**src/sv/kmp_pkg.sv**
```systemverilog
// Shared types and constants for the KMP substring search core.
// Holds the transaction structs, mode codes and cell control struct.
// No dependencies.
package kmp_pkg;

  localparam int MAX_PATTERN = 64;
  localparam int LEN_W = $clog2(MAX_PATTERN + 1);

  localparam logic [1:0] MODE_PATTERN = 2'd0;
  localparam logic [1:0] MODE_TEXT    = 2'd1;
  localparam logic [1:0] MODE_CLEAR   = 2'd2;

  typedef struct packed {
    logic [1:0] mode;
    logic [7:0] symbol;
    logic       text_last;
  } in_t;

  typedef struct packed {
    logic             match_end;
    logic             found;
    logic             done_res;
    logic [LEN_W-1:0] pattern_length;
    logic             overflow;
  } out_t;

  // Broadcast to every cell of the row in the cycle a transaction is accepted.
  typedef struct packed {
    logic       load;
    logic       text;
    logic       clear;
    logic       text_last;
    logic [7:0] symbol;
  } cell_ctl_t;

endpackage

```
**src/sv/kmp_substring_search_core.sv**
```systemverilog
// Top level of the KMP substring search core: handshake, length counter,
// output register and the row of kmp_cell instances.
// Depends on kmp_pkg and kmp_cell.
//
// Usage: send pattern bytes (mode 0), then text bytes (mode 1) with
// text_last on the final byte of each text; mode 2 clears pattern and match
// state. Every transaction, whatever its mode, gives exactly one result,
// registered and shown in the cycle after acceptance, and a new transaction
// is taken every cycle while the result side keeps up: the whole row of
// MAX_PATTERN cells compares the byte and passes partial-match flags to
// its neighbors in parallel. An empty pattern matches every text byte.
// Pattern bytes beyond MAX_PATTERN are dropped and flagged with overflow.
module kmp_substring_search_core (
  input  logic           clk,
  input  logic           rst,
  input  logic           in_valid,
  output logic           in_ready,
  input  kmp_pkg::in_t   in_item,
  output logic           out_valid,
  input  logic           out_ready,
  output kmp_pkg::out_t  out_item
);

  localparam int N = kmp_pkg::MAX_PATTERN;
  localparam int W = kmp_pkg::LEN_W;

  logic               accept;
  logic               full;
  kmp_pkg::cell_ctl_t ctl;
  logic [N-1:0]       active;
  logic [N-1:0]       occupied;
  logic [N-1:0]       hit;
  logic [W-1:0]       pattern_length;
  logic [W-1:0]       pattern_length_next;
  logic               any_found;
  logic               any_found_next;
  kmp_pkg::out_t      result;
  logic               is_pattern;
  logic               is_text;
  logic               is_clear;

  assign in_ready = !out_valid || out_ready;
  assign accept   = in_valid && in_ready;
  assign full     = (pattern_length == W'(N));

  assign is_pattern = accept && (in_item.mode == kmp_pkg::MODE_PATTERN);
  assign is_text    = accept && (in_item.mode == kmp_pkg::MODE_TEXT);
  assign is_clear   = accept && (in_item.mode == kmp_pkg::MODE_CLEAR);

  always_comb begin
    ctl.load      = is_pattern && !full;
    ctl.text      = is_text;
    ctl.clear     = is_clear;
    ctl.text_last = in_item.text_last;
    ctl.symbol    = in_item.symbol;
  end

  genvar g;
  generate
    for (g = 0; g < N; g++) begin : g_cell
      logic prev_active;
      logic prev_occupied;
      logic next_occupied;
      if (g == 0) begin : g_head
        assign prev_active   = 1'b1;
        assign prev_occupied = 1'b1;
      end else begin : g_body
        assign prev_active   = active[g-1];
        assign prev_occupied = occupied[g-1];
      end
      if (g == N - 1) begin : g_tail
        assign next_occupied = 1'b0;
      end else begin : g_inner
        assign next_occupied = occupied[g+1];
      end
      kmp_cell u_cell (
        .clk           (clk),
        .rst           (rst),
        .ctl           (ctl),
        .prev_active   (prev_active),
        .prev_occupied (prev_occupied),
        .next_occupied (next_occupied),
        .active        (active[g]),
        .occupied      (occupied[g]),
        .hit           (hit[g])
      );
    end
  endgenerate

  always_comb begin
    pattern_length_next = pattern_length;
    any_found_next      = any_found;
    result              = '0;
    if (ctl.load) begin
      pattern_length_next = pattern_length + W'(1);
      any_found_next      = 1'b0;
    end
    if (is_clear) begin
      pattern_length_next = '0;
      any_found_next      = 1'b0;
    end
    if (is_text) begin
      result.match_end = (pattern_length == '0) || (|hit);
      result.found     = any_found || result.match_end;
      result.done_res  = in_item.text_last;
      any_found_next   = in_item.text_last ? 1'b0 : result.found;
    end
    result.overflow       = is_pattern && full;
    result.pattern_length = pattern_length_next;
  end

  always_ff @(posedge clk) begin
    if (rst) begin
      pattern_length <= '0;
      any_found      <= 1'b0;
      out_valid      <= 1'b0;
    end else begin
      pattern_length <= pattern_length_next;
      any_found      <= any_found_next;
      if (accept) begin
        out_valid <= 1'b1;
      end else if (out_ready) begin
        out_valid <= 1'b0;
      end
    end
  end

  always_ff @(posedge clk) begin
    if (accept) begin
      out_item <= result;
    end
  end

`ifndef SYNTHESIS
  // The occupied flags form a prefix whose count must equal pattern_length.
  a_length_tracks_cells: assert property (@(posedge clk) disable iff (rst)
    $countones(occupied) == int'(pattern_length))
    else $error("occupied cell count differs from pattern length");

  a_last_clears_match: assert property (@(posedge clk) disable iff (rst)
    is_text && in_item.text_last |=> active == '0)
    else $error("match state not cleared after last text byte");

  a_overflow_only_full: assert property (@(posedge clk) disable iff (rst)
    out_valid && out_item.overflow |-> out_item.pattern_length == W'(N))
    else $error("overflow reported with room left");

  a_match_sets_found: assert property (@(posedge clk) disable iff (rst)
    out_valid && out_item.match_end |-> out_item.found)
    else $error("match reported without found");
`endif

endmodule

```
**src/sv/kmp_cell.sv**
```systemverilog
// One cell of the matching row: one pattern byte, its occupied flag and
// the partial-match flag for the prefix that ends at this cell.
// Depends on kmp_pkg.
module kmp_cell (
  input  logic              clk,
  input  logic              rst,
  input  kmp_pkg::cell_ctl_t ctl,
  input  logic              prev_active,
  input  logic              prev_occupied,
  input  logic              next_occupied,
  output logic              active,
  output logic              occupied,
  output logic              hit
);

  logic [7:0] pattern_byte;
  logic       candidate;
  logic       take_byte;

  // The prefix ending here extends if the shorter one ended at the previous byte.
  assign candidate = prev_active && occupied && (ctl.symbol == pattern_byte);
  assign hit       = candidate && !next_occupied;
  assign take_byte = ctl.load && prev_occupied && !occupied;

  always_ff @(posedge clk) begin
    if (rst || ctl.clear) begin
      occupied <= 1'b0;
    end else if (take_byte) begin
      occupied <= 1'b1;
    end
  end

  always_ff @(posedge clk) begin
    if (take_byte) begin
      pattern_byte <= ctl.symbol;
    end
  end

  always_ff @(posedge clk) begin
    if (rst || ctl.clear || ctl.load) begin
      active <= 1'b0;
    end else if (ctl.text) begin
      active <= ctl.text_last ? 1'b0 : candidate;
    end
  end

endmodule

```
**config.mk**
```make
export PLATFORM = sky130hd
export DESIGN_NAME = kmp_substring_search_core
export DESIGN_NICKNAME = d
export VERILOG_FILES = /design/src/sv/kmp_pkg.sv /design/src/sv/kmp_substring_search_core.sv /design/src/sv/kmp_cell.sv
export SDC_FILE = /design/constraint.sdc
export NUM_CORES = 1
export LEC_CHECK = 0
export BUFFER_PORTS_ARGS = -buffer_cell sky130_fd_sc_hd__buf_2
export CORE_MARGIN = 8
export CORE_UTILIZATION = 64
export CTS_CLUSTER_DIAMETER = 30
export DETAILED_ROUTE_END_ITERATION = 7
export PLACE_DENSITY = 0.81
export SYNTH_ARGS = -nofsm -noshare
export SYNTH_HDL_FRONTEND = slang
export SYNTH_SLANG_ARGS = --single-unit
```
**constraint.sdc**
```tcl
create_clock -name clk -period 7.15 [get_ports clk]
set_input_delay 1.0725 -clock clk [delete_from_list [all_inputs] [get_ports clk]]
set_output_delay 1.0725 -clock clk [all_outputs]
set_load 0.005 [all_outputs]
```
# Word-level counts from Yosys, hierarchy flattened
# Index checks and enable logic that the tools add are counted.
[classes]
n_addsub = 1
n_mul = 0
n_div = 0
order_cmp = 0
n_eq_ne = 67
shift = 0
muxes = 71
n_bitwise = 0
n_reduce_logical = 399
[op_table]
columns = ["operator", "count"]
rows = [
  ["$eq 8x8->1", 64],
  ["$logic_and 1x1->1", 323],
  ["$mux 1", 69],
  ["$logic_not 1->1", 66],
  ["$reduce_or 64->1", 1],
  ["$mux 7", 2],
  ["$add 7x1->7 const B", 1],
  ["$eq 7x7->1 const B", 1],
  ["$logic_not 7->1", 1],
  ["$logic_or 1x1->1", 5],
  ["$reduce_bool 3->1", 1],
  ["$eq 2x1->1 const B", 1],
  ["$eq 2x2->1 const B", 1],
  ["$logic_not 2->1", 1],
  ["$reduce_bool 2->1", 1],
]
[word_totals]
regBits = 659
latch_bits = 0
mem_bits_rw = 0
mem_bits_ro = 0
in_bits = 15
out_inout_bits = 13
elab_cells = 737
n_memories = 0

# Logic depth before layout (Yosys ltp)
# Gate-level depths: netlist of the first run.
[depth]
depth_word = 8
ltp_mapped = 11
mapped_depth_nobuf = 8

# By module
# Synthesis of the first run repeated with hierarchy kept, for this count alone.
[unflattened]
hier_cells = 2167
hier_area_um2 = 28242.1
[modules_own_cells]
columns = ["module", "n_inst", "cells_each", "area_each_um2", "seq_area_each_um2"]
rows = [
  ["kmp_cell", 64, 32, 424.2, 280.3],
  ["kmp_substring_search_core", 1, 119, 1096.1, 510.5],
]

# Least setup slack after synthesis of the first run
# Ideal clock, no wire load.
[synth_timing]
path_type = "input -> register"
start = "input port out_ready"
end = "register g_cell[0].u_cell.pattern_byte[0] (enable)"
setup_ns = 0.373
t_arrival_ns = 2.855
required_ns = 6.777
slack_ns = 3.922
stages = 7
n_path_buf = 3
path_cell_list = "nand2b_1 -> nand2_1 -> nor4b_1 -> clkbuf_1 -> buf_2 -> buf_1 -> nor2b_1"
[synth_via]
elab_chain_cells = 5
[synth_lines]
columns = ["item", "line", "text"]
rows = [
  ["from (decl)", "kmp_substring_search_core.sv:20", "input logic out_ready,"],
  ["$logic_or 1x1->1", "kmp_substring_search_core.sv:42", "assign in_ready = !out_valid || out_ready;"],
  ["$logic_and 1x1->1", "kmp_substring_search_core.sv:43", "assign accept = in_valid && in_ready;"],
  ["$logic_and 1x1->1", "kmp_substring_search_core.sv:46", "assign is_pattern = accept && (in_item.mode == kmp_pkg::MODE_PATTERN);"],
  ["$logic_and 1x1->1", "kmp_substring_search_core.sv:51", "ctl.load = is_pattern && !full;"],
  ["$logic_and 1x1->1", "kmp_cell.sv:23", "assign take_byte = ctl.load && prev_occupied && !occupied;"],
  ["net g_cell[0].u_cell.take_byte", "kmp_cell.sv:18", "logic take_byte;"],
  ["to (signal assigned)", "kmp_cell.sv:35", "pattern_byte <= ctl.symbol;"],
  ["to (decl)", "kmp_cell.sv:16", "logic [7:0] pattern_byte;"],
]
# The timed path passes the listed nets, and every way through them passes these cells.
# A chain may end at the register's enable or synchronous reset.

# Worst setup path in the final report of the first run
[layout_timing]
start = "input port in_item[3] (netlist bit)"
end = "register out_item[10] (netlist bit) (data pin)"
[layout_via]
elab_chain_cells = 5
elab_cells_between_ends = 193
cone_classes = "eq/ne: 64; reduce/logical: 129"
[layout_lines]
columns = ["item", "line", "text"]
rows = [
  ["from (decl)", "kmp_substring_search_core.sv:18", "input kmp_pkg::in_t in_item,"],
  ["$eq 8x8->1", "kmp_cell.sv:21", "assign candidate = prev_active && occupied && (ctl.symbol == pattern_byte);"],
  ["$logic_and 1x1->1", "kmp_cell.sv:21", ""],
  ["$logic_and 1x1->1", "kmp_cell.sv:22", "assign hit = candidate && !next_occupied;"],
  ["$reduce_or 64->1 *", "kmp_substring_search_core.sv:103", "result.match_end = (pattern_length == '0) || (|hit);"],
  ["$logic_or 1x1->1 *", "kmp_substring_search_core.sv:103", ""],
  ["to (signal assigned)", "kmp_substring_search_core.sv:130", "out_item <= result;"],
  ["to (decl)", "kmp_substring_search_core.sv:21", "output kmp_pkg::out_t out_item"],
]
# Every way passes the cells marked *; elsewhere a longest branch is shown, timed or not.

==> impl_results.md, run 1 <==
- Cts hold-fix bufs: 0
- Unique masters post-synth: 55
- Status: complete, no violations
- Number of global-route vias before repair: 17,800
- Die ar.: roughly 50,000 um2
- Final Hold Vio Count: 0
- Number of buffers created by CTS: 116
- DR vias: between 15,000 and 20,000
- Launch point of the worst reg-to-reg path: pattern_length[0]
- Final worst slack: 3.19 ns
- Seq/Total Area, Yosys: between 60% and 70%
- Final period utilization: 55.4%
- Reg clk slew, reported paths: 0.05 ns
- GRT overflow: 0
- Slew @ Worst Pin: 1.14 ns
- Largest net degree at the start of global routing: between 80 and 90
- Primary FF master, synth: edfxtp_1
- Chip width: between 200 and 250 um
- Share of cells above drive strength 1: 11.2%
- Clock latency on the worst-skew pair: roughly 0.64 ns
- HP Class: flop to flop
- CP startpoint: in_item[3]
- Pre-Repair DR Iteration Count: 5
- GP Congestion: 0.786
- Total power divided by cell area: 313 nW/um2
- Asr flop ratio synth: 0%
- Post-CTS Setup Inserts: 0
- Leakage: 10.4 nW
- DRC viols: 0
- Max-slew headroom: 22.3%
- Arrival @ worst endpoint: 4.31 ns
- Mean Syn Cell Area: 13.5 um2
- Worst Setup Start Kind: input port
- Antenna cells: 0
- Placed Area: approximately 28,000 um2
- Skew final: between 0.02 and 0.03 ns
- Setup slack at placement: around 2.6 ns
- Vias/cell: ~6.1
- H-tree levels: 3
- R2r setup slk: 3.48 ns
- Fin crit period: 3.96 ns
- Area delta synth->final: 15.4%
- Syn nets: 2,101
- Initial antenna violation count: 1
- Number of DRC markers in iteration 0: 1,708
- Worst Setup End Kind: flop
- GRT Util Overall: 25.2%
- CP Data Required Time: roughly 7.5 ns
- Nets: 2,164
- Post-Syn Area: 28,000 um2
- CORE AREA: 43,200 um2
- CTS root buffer: clkbuf_16
- Post-CTS Resized: 0
- Antenna viol nets, final: 0
- Total of max-cap violations: 0
- Endpoints failing setup: 0
- # port buffers: 27
- Routed wire per std cell: 22.5 um
- Die Y: 225 um
- DP HPWL: between 30,000 and 40,000 um
- Upper clock frequency limit: about 250 MHz
- Initial core utilization: 65.0%
- Worst Path Class, Setup: input port to flop
- YS warnings: 0
- Post-Route WL: 63,800 um
- First-pass GRT wire length: 99,800 um
- # rows: 76
- Setup TNS: 0 ns
- Crit path max fanout: 69
- Post-synth EDFFs: around 520
- Hold Startpoint: g_cell[12].u_cell.active
- Fin area: 32,400 um2
- CTS Sinks: 659
- Synth Instances: 2,084
- IO Count: 28
- Clock Path Buffers: 3
- Hold Slack: between 0.4 and 0.5 ns
- RSZ-0062 raised after global routing: false
- Post-synthesis register bit count: 659
- Final Max Slew Viols: 0
- Max VDD drop: 0.198 mV
- CTS tree: built
- Fill count: 2,484
[synthesized netlist by cell type (3+ instances only)]
library cell,number,area [um2]
or4bb_1,5,56.3
a2111oi_0,8,70.1
dfxtp_1,136,2720
nor4b_1,12,105
or3_1,3,18.8
buf_4,9,67.6
nor2_1,201,754
a22oi_1,25,188
nand3b_1,3,22.5
or4b_2,3,30.0
buf_6,24,270
clkbuf_1,30,113
xnor2_1,353,3090
xor2_1,160,1400
nor3_1,66,330
inv_1,16,60.1
nand2_1,115,432
buf_1,12,45.0
nor2b_1,7,43.8
buf_8,13,195
edfxtp_1,523,15700
nand4b_1,13,114
nor4_1,55,344
nand3_1,73,365
buf_2,3,15.0
a32oi_1,13,114
buf_12,9,180
nand4_1,70,438
a21oi_1,88,440
and3_1,5,31.3
[logic make-up after synthesis]
kind of cell / share of synthesized area, %
compound gates: 3.19
xor+xnor: 16.1
fa+ha+maj: 0.0892
buf+inv: 3.39
flops: 65.7
simple gates: 11.5
[final cells by class]
| type | count | area, um2 | area share, % |
|---|---|---|---|
| sequential | 659 | 18400 | 56.9 |
| multi-input combinational | 1308 | 8680 | 26.8 |
| clock buffer | 152 | 3180 | 9.83 |
| clock inverter | 69 | 875 | 2.70 |
| tap | 585 | 732 | 2.26 |
| timing repair buffer | 46 | 403 | 1.25 |
| inverter | 16 | 60.1 | 0.186 |
[worst max-delay path: stages]
cell       delay, ns
buf_6           0.55
buf_4           0.55
xnor2_1         0.14
nand3_1         0.12
nor4_1          0.11
a2111oi_0       1.00
nand4_1         0.25
nor2_1          0.35
a21oi_1         0.13
[path summary, 6_finish.rpt]
path                                             to  cells past startpoint
setup reg to reg  g_cell[59].u_cell.pattern_byte[4]                      8
hold / removal             g_cell[12].u_cell.active                      2
setup / recovery                       out_item[10]                      9
hold reg to reg            g_cell[12].u_cell.active                      2
[per-stage QoR]
stage	power (mW)	util [%]	instances
final	10.1	75.0	2835
after global routing	10.3	75.0	2835
after CTS	10.1	75.0	2835
after detailed placement	4.59	65.6	2614
after global placement	4.57	65.6	2614
after floorplan	4.49	-	2084
[state kept, by name, indices dropped and copies added (netlist names)]
register,flops
any_found,1
g_cell.u_cell.active,63
g_cell.u_cell.occupied,64
g_cell.u_cell.pattern_byte,512
out_item,11
out_valid,1
pattern_length,7
[per-layer routing]
layer	track usage [%]	part of all wire (%)	vias up
li1	-	-	7659
met4	10.6	3.4	0
met5	0	0	-
met1	32.5	39	8485
met3	4.19	8.5	182
met2	42.1	49	910
[power by group]
group	switching, mW	internal [mW]	total (mW)
Sequential	0.00260	4.15	4.15
Clock	1.85	3.74	5.60
Combinational	0.260	0.115	0.374
Total	2.12	8.00	10.1
[cells in the final DEF (no fill, tap or decap), types with 17 or more instances in the layout]
master	count
clkbuf_1	24
nor3_1	66
clkinv_2	19
nand2_1	115
nand4_1	70
nand3_1	73
buf_2	19
a21oi_1	88
xor2_1	160
xnor2_1	353
bufinv_16	17
edfxtp_1	523
nor2_1	201
nor4_1	55
dfxtp_1	136
a22oi_1	25
clkbuf_16	118
(Power assumes the default switching activity.)
==> inputs of run 2 (changes only) <==
CORE_UTILIZATION = 57   (was 64)
PLACE_DENSITY = 0.76   (was 0.81)
clock period = 3.3 ns   (was 7.15 ns; I/O delays follow)
==> run 2 against run 1 <==
Clock power increased by 110%. Core utilization shrank 6.3 points. Worst hold slack worse by 0.36 ns. Clock-buffer cell count fell by 5. Largest power group unchanged.
==> impl_results.md, run 2 (same netlist as run 1, synthesis figures left out) <==
- Reg clk slew, reported paths: 0.05 ns (about the same)
- Flip-flop and latch area: 18,400 um2 (unchanged)
- R2r setup slk: 0.36 ns (-3.12 ns)
- Arrival @ worst endpoint: 3.22 ns (-1.09 ns)
- CTS tree: built
- DP HPWL: 39,700 um (+19%)
- Die ar.: 56,600 um2 (+11%)
- Fill count: 3,146 (+27%)
- Max VDD drop: 0.411 mV (+110%)
- Hold Slack: 0.0997 ns (-0.357 ns)
- DRC viols: 0 (unchanged)
- Largest regs: g_cell.u_cell.pattern_byte: 512 flops, g_cell.u_cell.occupied: 64 flops, g_cell.u_cell.active: 63 flops
- Switching power: 4.59 mW (+120%)
- Non-Filler Instances: 3,029 (+6.8%)
- Net Sw Frac: 21.0% (+0.13 points)
- Crit path max fanout: 91 (+32%)
- RSZ-0062 raised after global routing: false
- Fin area: 33,500 um2 (+3.5%)
- Upper clock frequency limit: 340 MHz
- DR vias: 17,700 (+2.5%)
- Worst Setup End Kind: flop
- Antenna viol nets, final: 0 (unchanged)
- Final period utilization: 89.2%
- Final Max Slew Viols: 0 (unchanged)
- Post-Route WL: 66,600 um (+4.3%)
- Post-CTS Resized: 0 (unchanged)
- Max reg flops: 512 (unchanged)
- Total of max-cap violations: 0 (unchanged)
- Comb power frac: 4.3% (+0.6 points)
- Total power divided by cell area: 651 nW/um2 (+110%)
- Worst Hold End: out_valid
- Largest net degree at the start of global routing: 92 (+7.0%)
- Cts hold-fix bufs: 0 (unchanged)
- Placed Area: 29,500 um2 (+4.4%)
- Area delta synth->final: 19.4%
- First-pass GRT wire length: 104,000 um (+3.8%)
- Nets: 2,279 (+5.3%)
- Post-CTS Setup Inserts: 0 (unchanged)
- Final Hold Vio Count: 0 (unchanged)
- CP Data Required Time: 3.57 ns (-3.92 ns)
- Status: complete, no violations
- Met1 wire length: 26,900 um (+7.3%)
- Commonest non-fill, non-tap cell in the layout: edfxtp_1
- Worst Path Class, Setup: flop to flop
- Util after Layout: 68.7% (-6.3 points)
- CORE AREA: 48,700 um2 (+13%)
- IO Count: 28 (unchanged)
- Most frequent cells in the layout: edfxtp_1, xnor2_1, nor2_1, xor2_1, dfxtp_1
- Initial core utilization: 57.5% (-7.4 points)
- CTS root buffer: clkbuf_16
- H-tree levels: 3 (unchanged)
- Worst Setup Start Kind: flop
- Number of DRC markers in iteration 0: 1,533 (-10%)
- Endpoints failing setup: 0 (unchanged)
- Chip width: 238 um (+5.5%)
- CTS Sinks: 659 (unchanged)
- Met3 WL: 5090 um (-5.7%)
- Routed wire per std cell: 22.0 um (-2.4%)
- FF-to-FF path depth: 7 (-1)
- GRT Util Overall: 23.4% (-1.8 points)
- Final worst slack: 0.356 ns (-2.83 ns)
- GP Congestion: 0.848 (+7.9%)
- Met2 WL: 32,100 um (+2.9%)
- Sequential share of power: 41.3% (+0.3 points)
- Fin crit period: between 2 and 3 ns
- Number of buffers created by CTS: 116 (unchanged)
- Slew @ Worst Pin: 0.859 ns (-0.277 ns)
- Antenna cells: 0 (unchanged)
- Skew final: 0.0267 ns (-0.00245 ns)
- HP Class: input port to flop
- Hold Path Stages: 3 (+1)
- Top reg by flops: g_cell.u_cell.pattern_byte
- Internal power: 17.2 mW (+110%)
- Launch point of the worst reg-to-reg path: pattern_length[0]
- Hold Startpoint: in_valid
- Setup slack at placement: -0.0674 ns (-2.68 ns)
- Pre-Repair DR Iteration Count: 6 (+1)
- Vias/cell: 5.83 (-4.1%)
- Clock latency on the worst-skew pair: 0.65 ns (about the same)
- Clock Power Share: 54.5% (-0.8 points)
- Number of global-route vias before repair: 18,300 (+2.7%)
- Die Y: 238 um (+5.5%)
- Share of cells above drive strength 1: 15.2% (+3.9 points)
- Clock Path Buffers: 3 (unchanged)
- Inst Count DP: 2,808 (+7.4%)
- Max-slew headroom: 41.3% (+19 points)
- Reg-to-Reg End: g_cell[54].u_cell.pattern_byte[6]
- # rows: 81 (+6.6%)
- Footprint of the multi-input gates: 8680 um2 (unchanged)
- GRT overflow: 0 (unchanged)
- Initial antenna violation count: 3 (+2)
- # port buffers: 27 (unchanged)
- Leakage: 11.1 nW (+6.4%)
- DR top layer: met5
-- run 2: final cells by class --
| cell class | instances | area share [%] |
|---|---|---|
| clock buffers | 147 | 9.41 |
| clock inverters | 74 | 2.38 |
| inverters | 16 | 0.179 |
| multi-input cells | 1308 | 25.9 |
| flip-flops and latches | 659 | 55.0 |
| well taps | 664 | 2.48 |
| repair buffers | 161 | 4.60 |
-- run 2: metal layers --
| metal | vias to the layer above | GRT usage (%) |
|---|---|---|
| met4 | 4 | 10.8 |
| li1 | 7901 | - |
| met2 | 836 | 38.5 |
| met3 | 169 | 4.12 |
| met5 | - | 0 |
| met1 | 8754 | 30.2 |
-- run 2: per-stage QoR --
step / setup TNS, ns / power [mW]
2_1_floorplan: 0 / 9.72
3_3_place_gp: -0.178 / 10.0
3_5_place_dp: -0.123 / 10.1
4_1_cts: 0 / 21.9
5_1_grt: 0 / 22.3
6_report: 0 / 21.8
-- run 2: worst max-delay path by stage --
stage                      startpoint                           endpoint  slack [ns]  depth (start not counted)
floorplan                   out_ready   g_cell[0].u_cell.pattern_byte[0]        0.65                          7
global placement           in_item[8]                       out_item[10]        -0.1                         10
detailed placement         in_item[8]                       out_item[10]       -0.07                         10
CTS                 pattern_length[0]   g_cell[9].u_cell.pattern_byte[7]        0.41                          7
global route        pattern_length[0]  g_cell[59].u_cell.pattern_byte[3]        0.27                          7
finish              pattern_length[0]  g_cell[54].u_cell.pattern_byte[6]        0.36                          7
-- run 2: power by group through the flow --
stage | logic [mW] | clock network [mW] | registers, mW
3_5_place_dp | 0.914 | 0 | 9.14
4_1_cts | 0.930 | 12.0 | 8.99
5_1_grt | 0.992 | 12.3 | 8.98
6_report | 0.933 | 11.9 | 8.99
2_1_floorplan | 0.574 | 0 | 9.15
3_3_place_gp | 0.892 | 0 | 9.14
-- run 2: critical path, stage by stage (launching register included) --
cell and delay, ns:
dfxtp_1 0.39, inv_1 0.06, ha_1 0.22, nand3_1 0.16
nor4b_2 0.39, buf_12 0.41, nand2_1 0.23, nor2_1 0.61
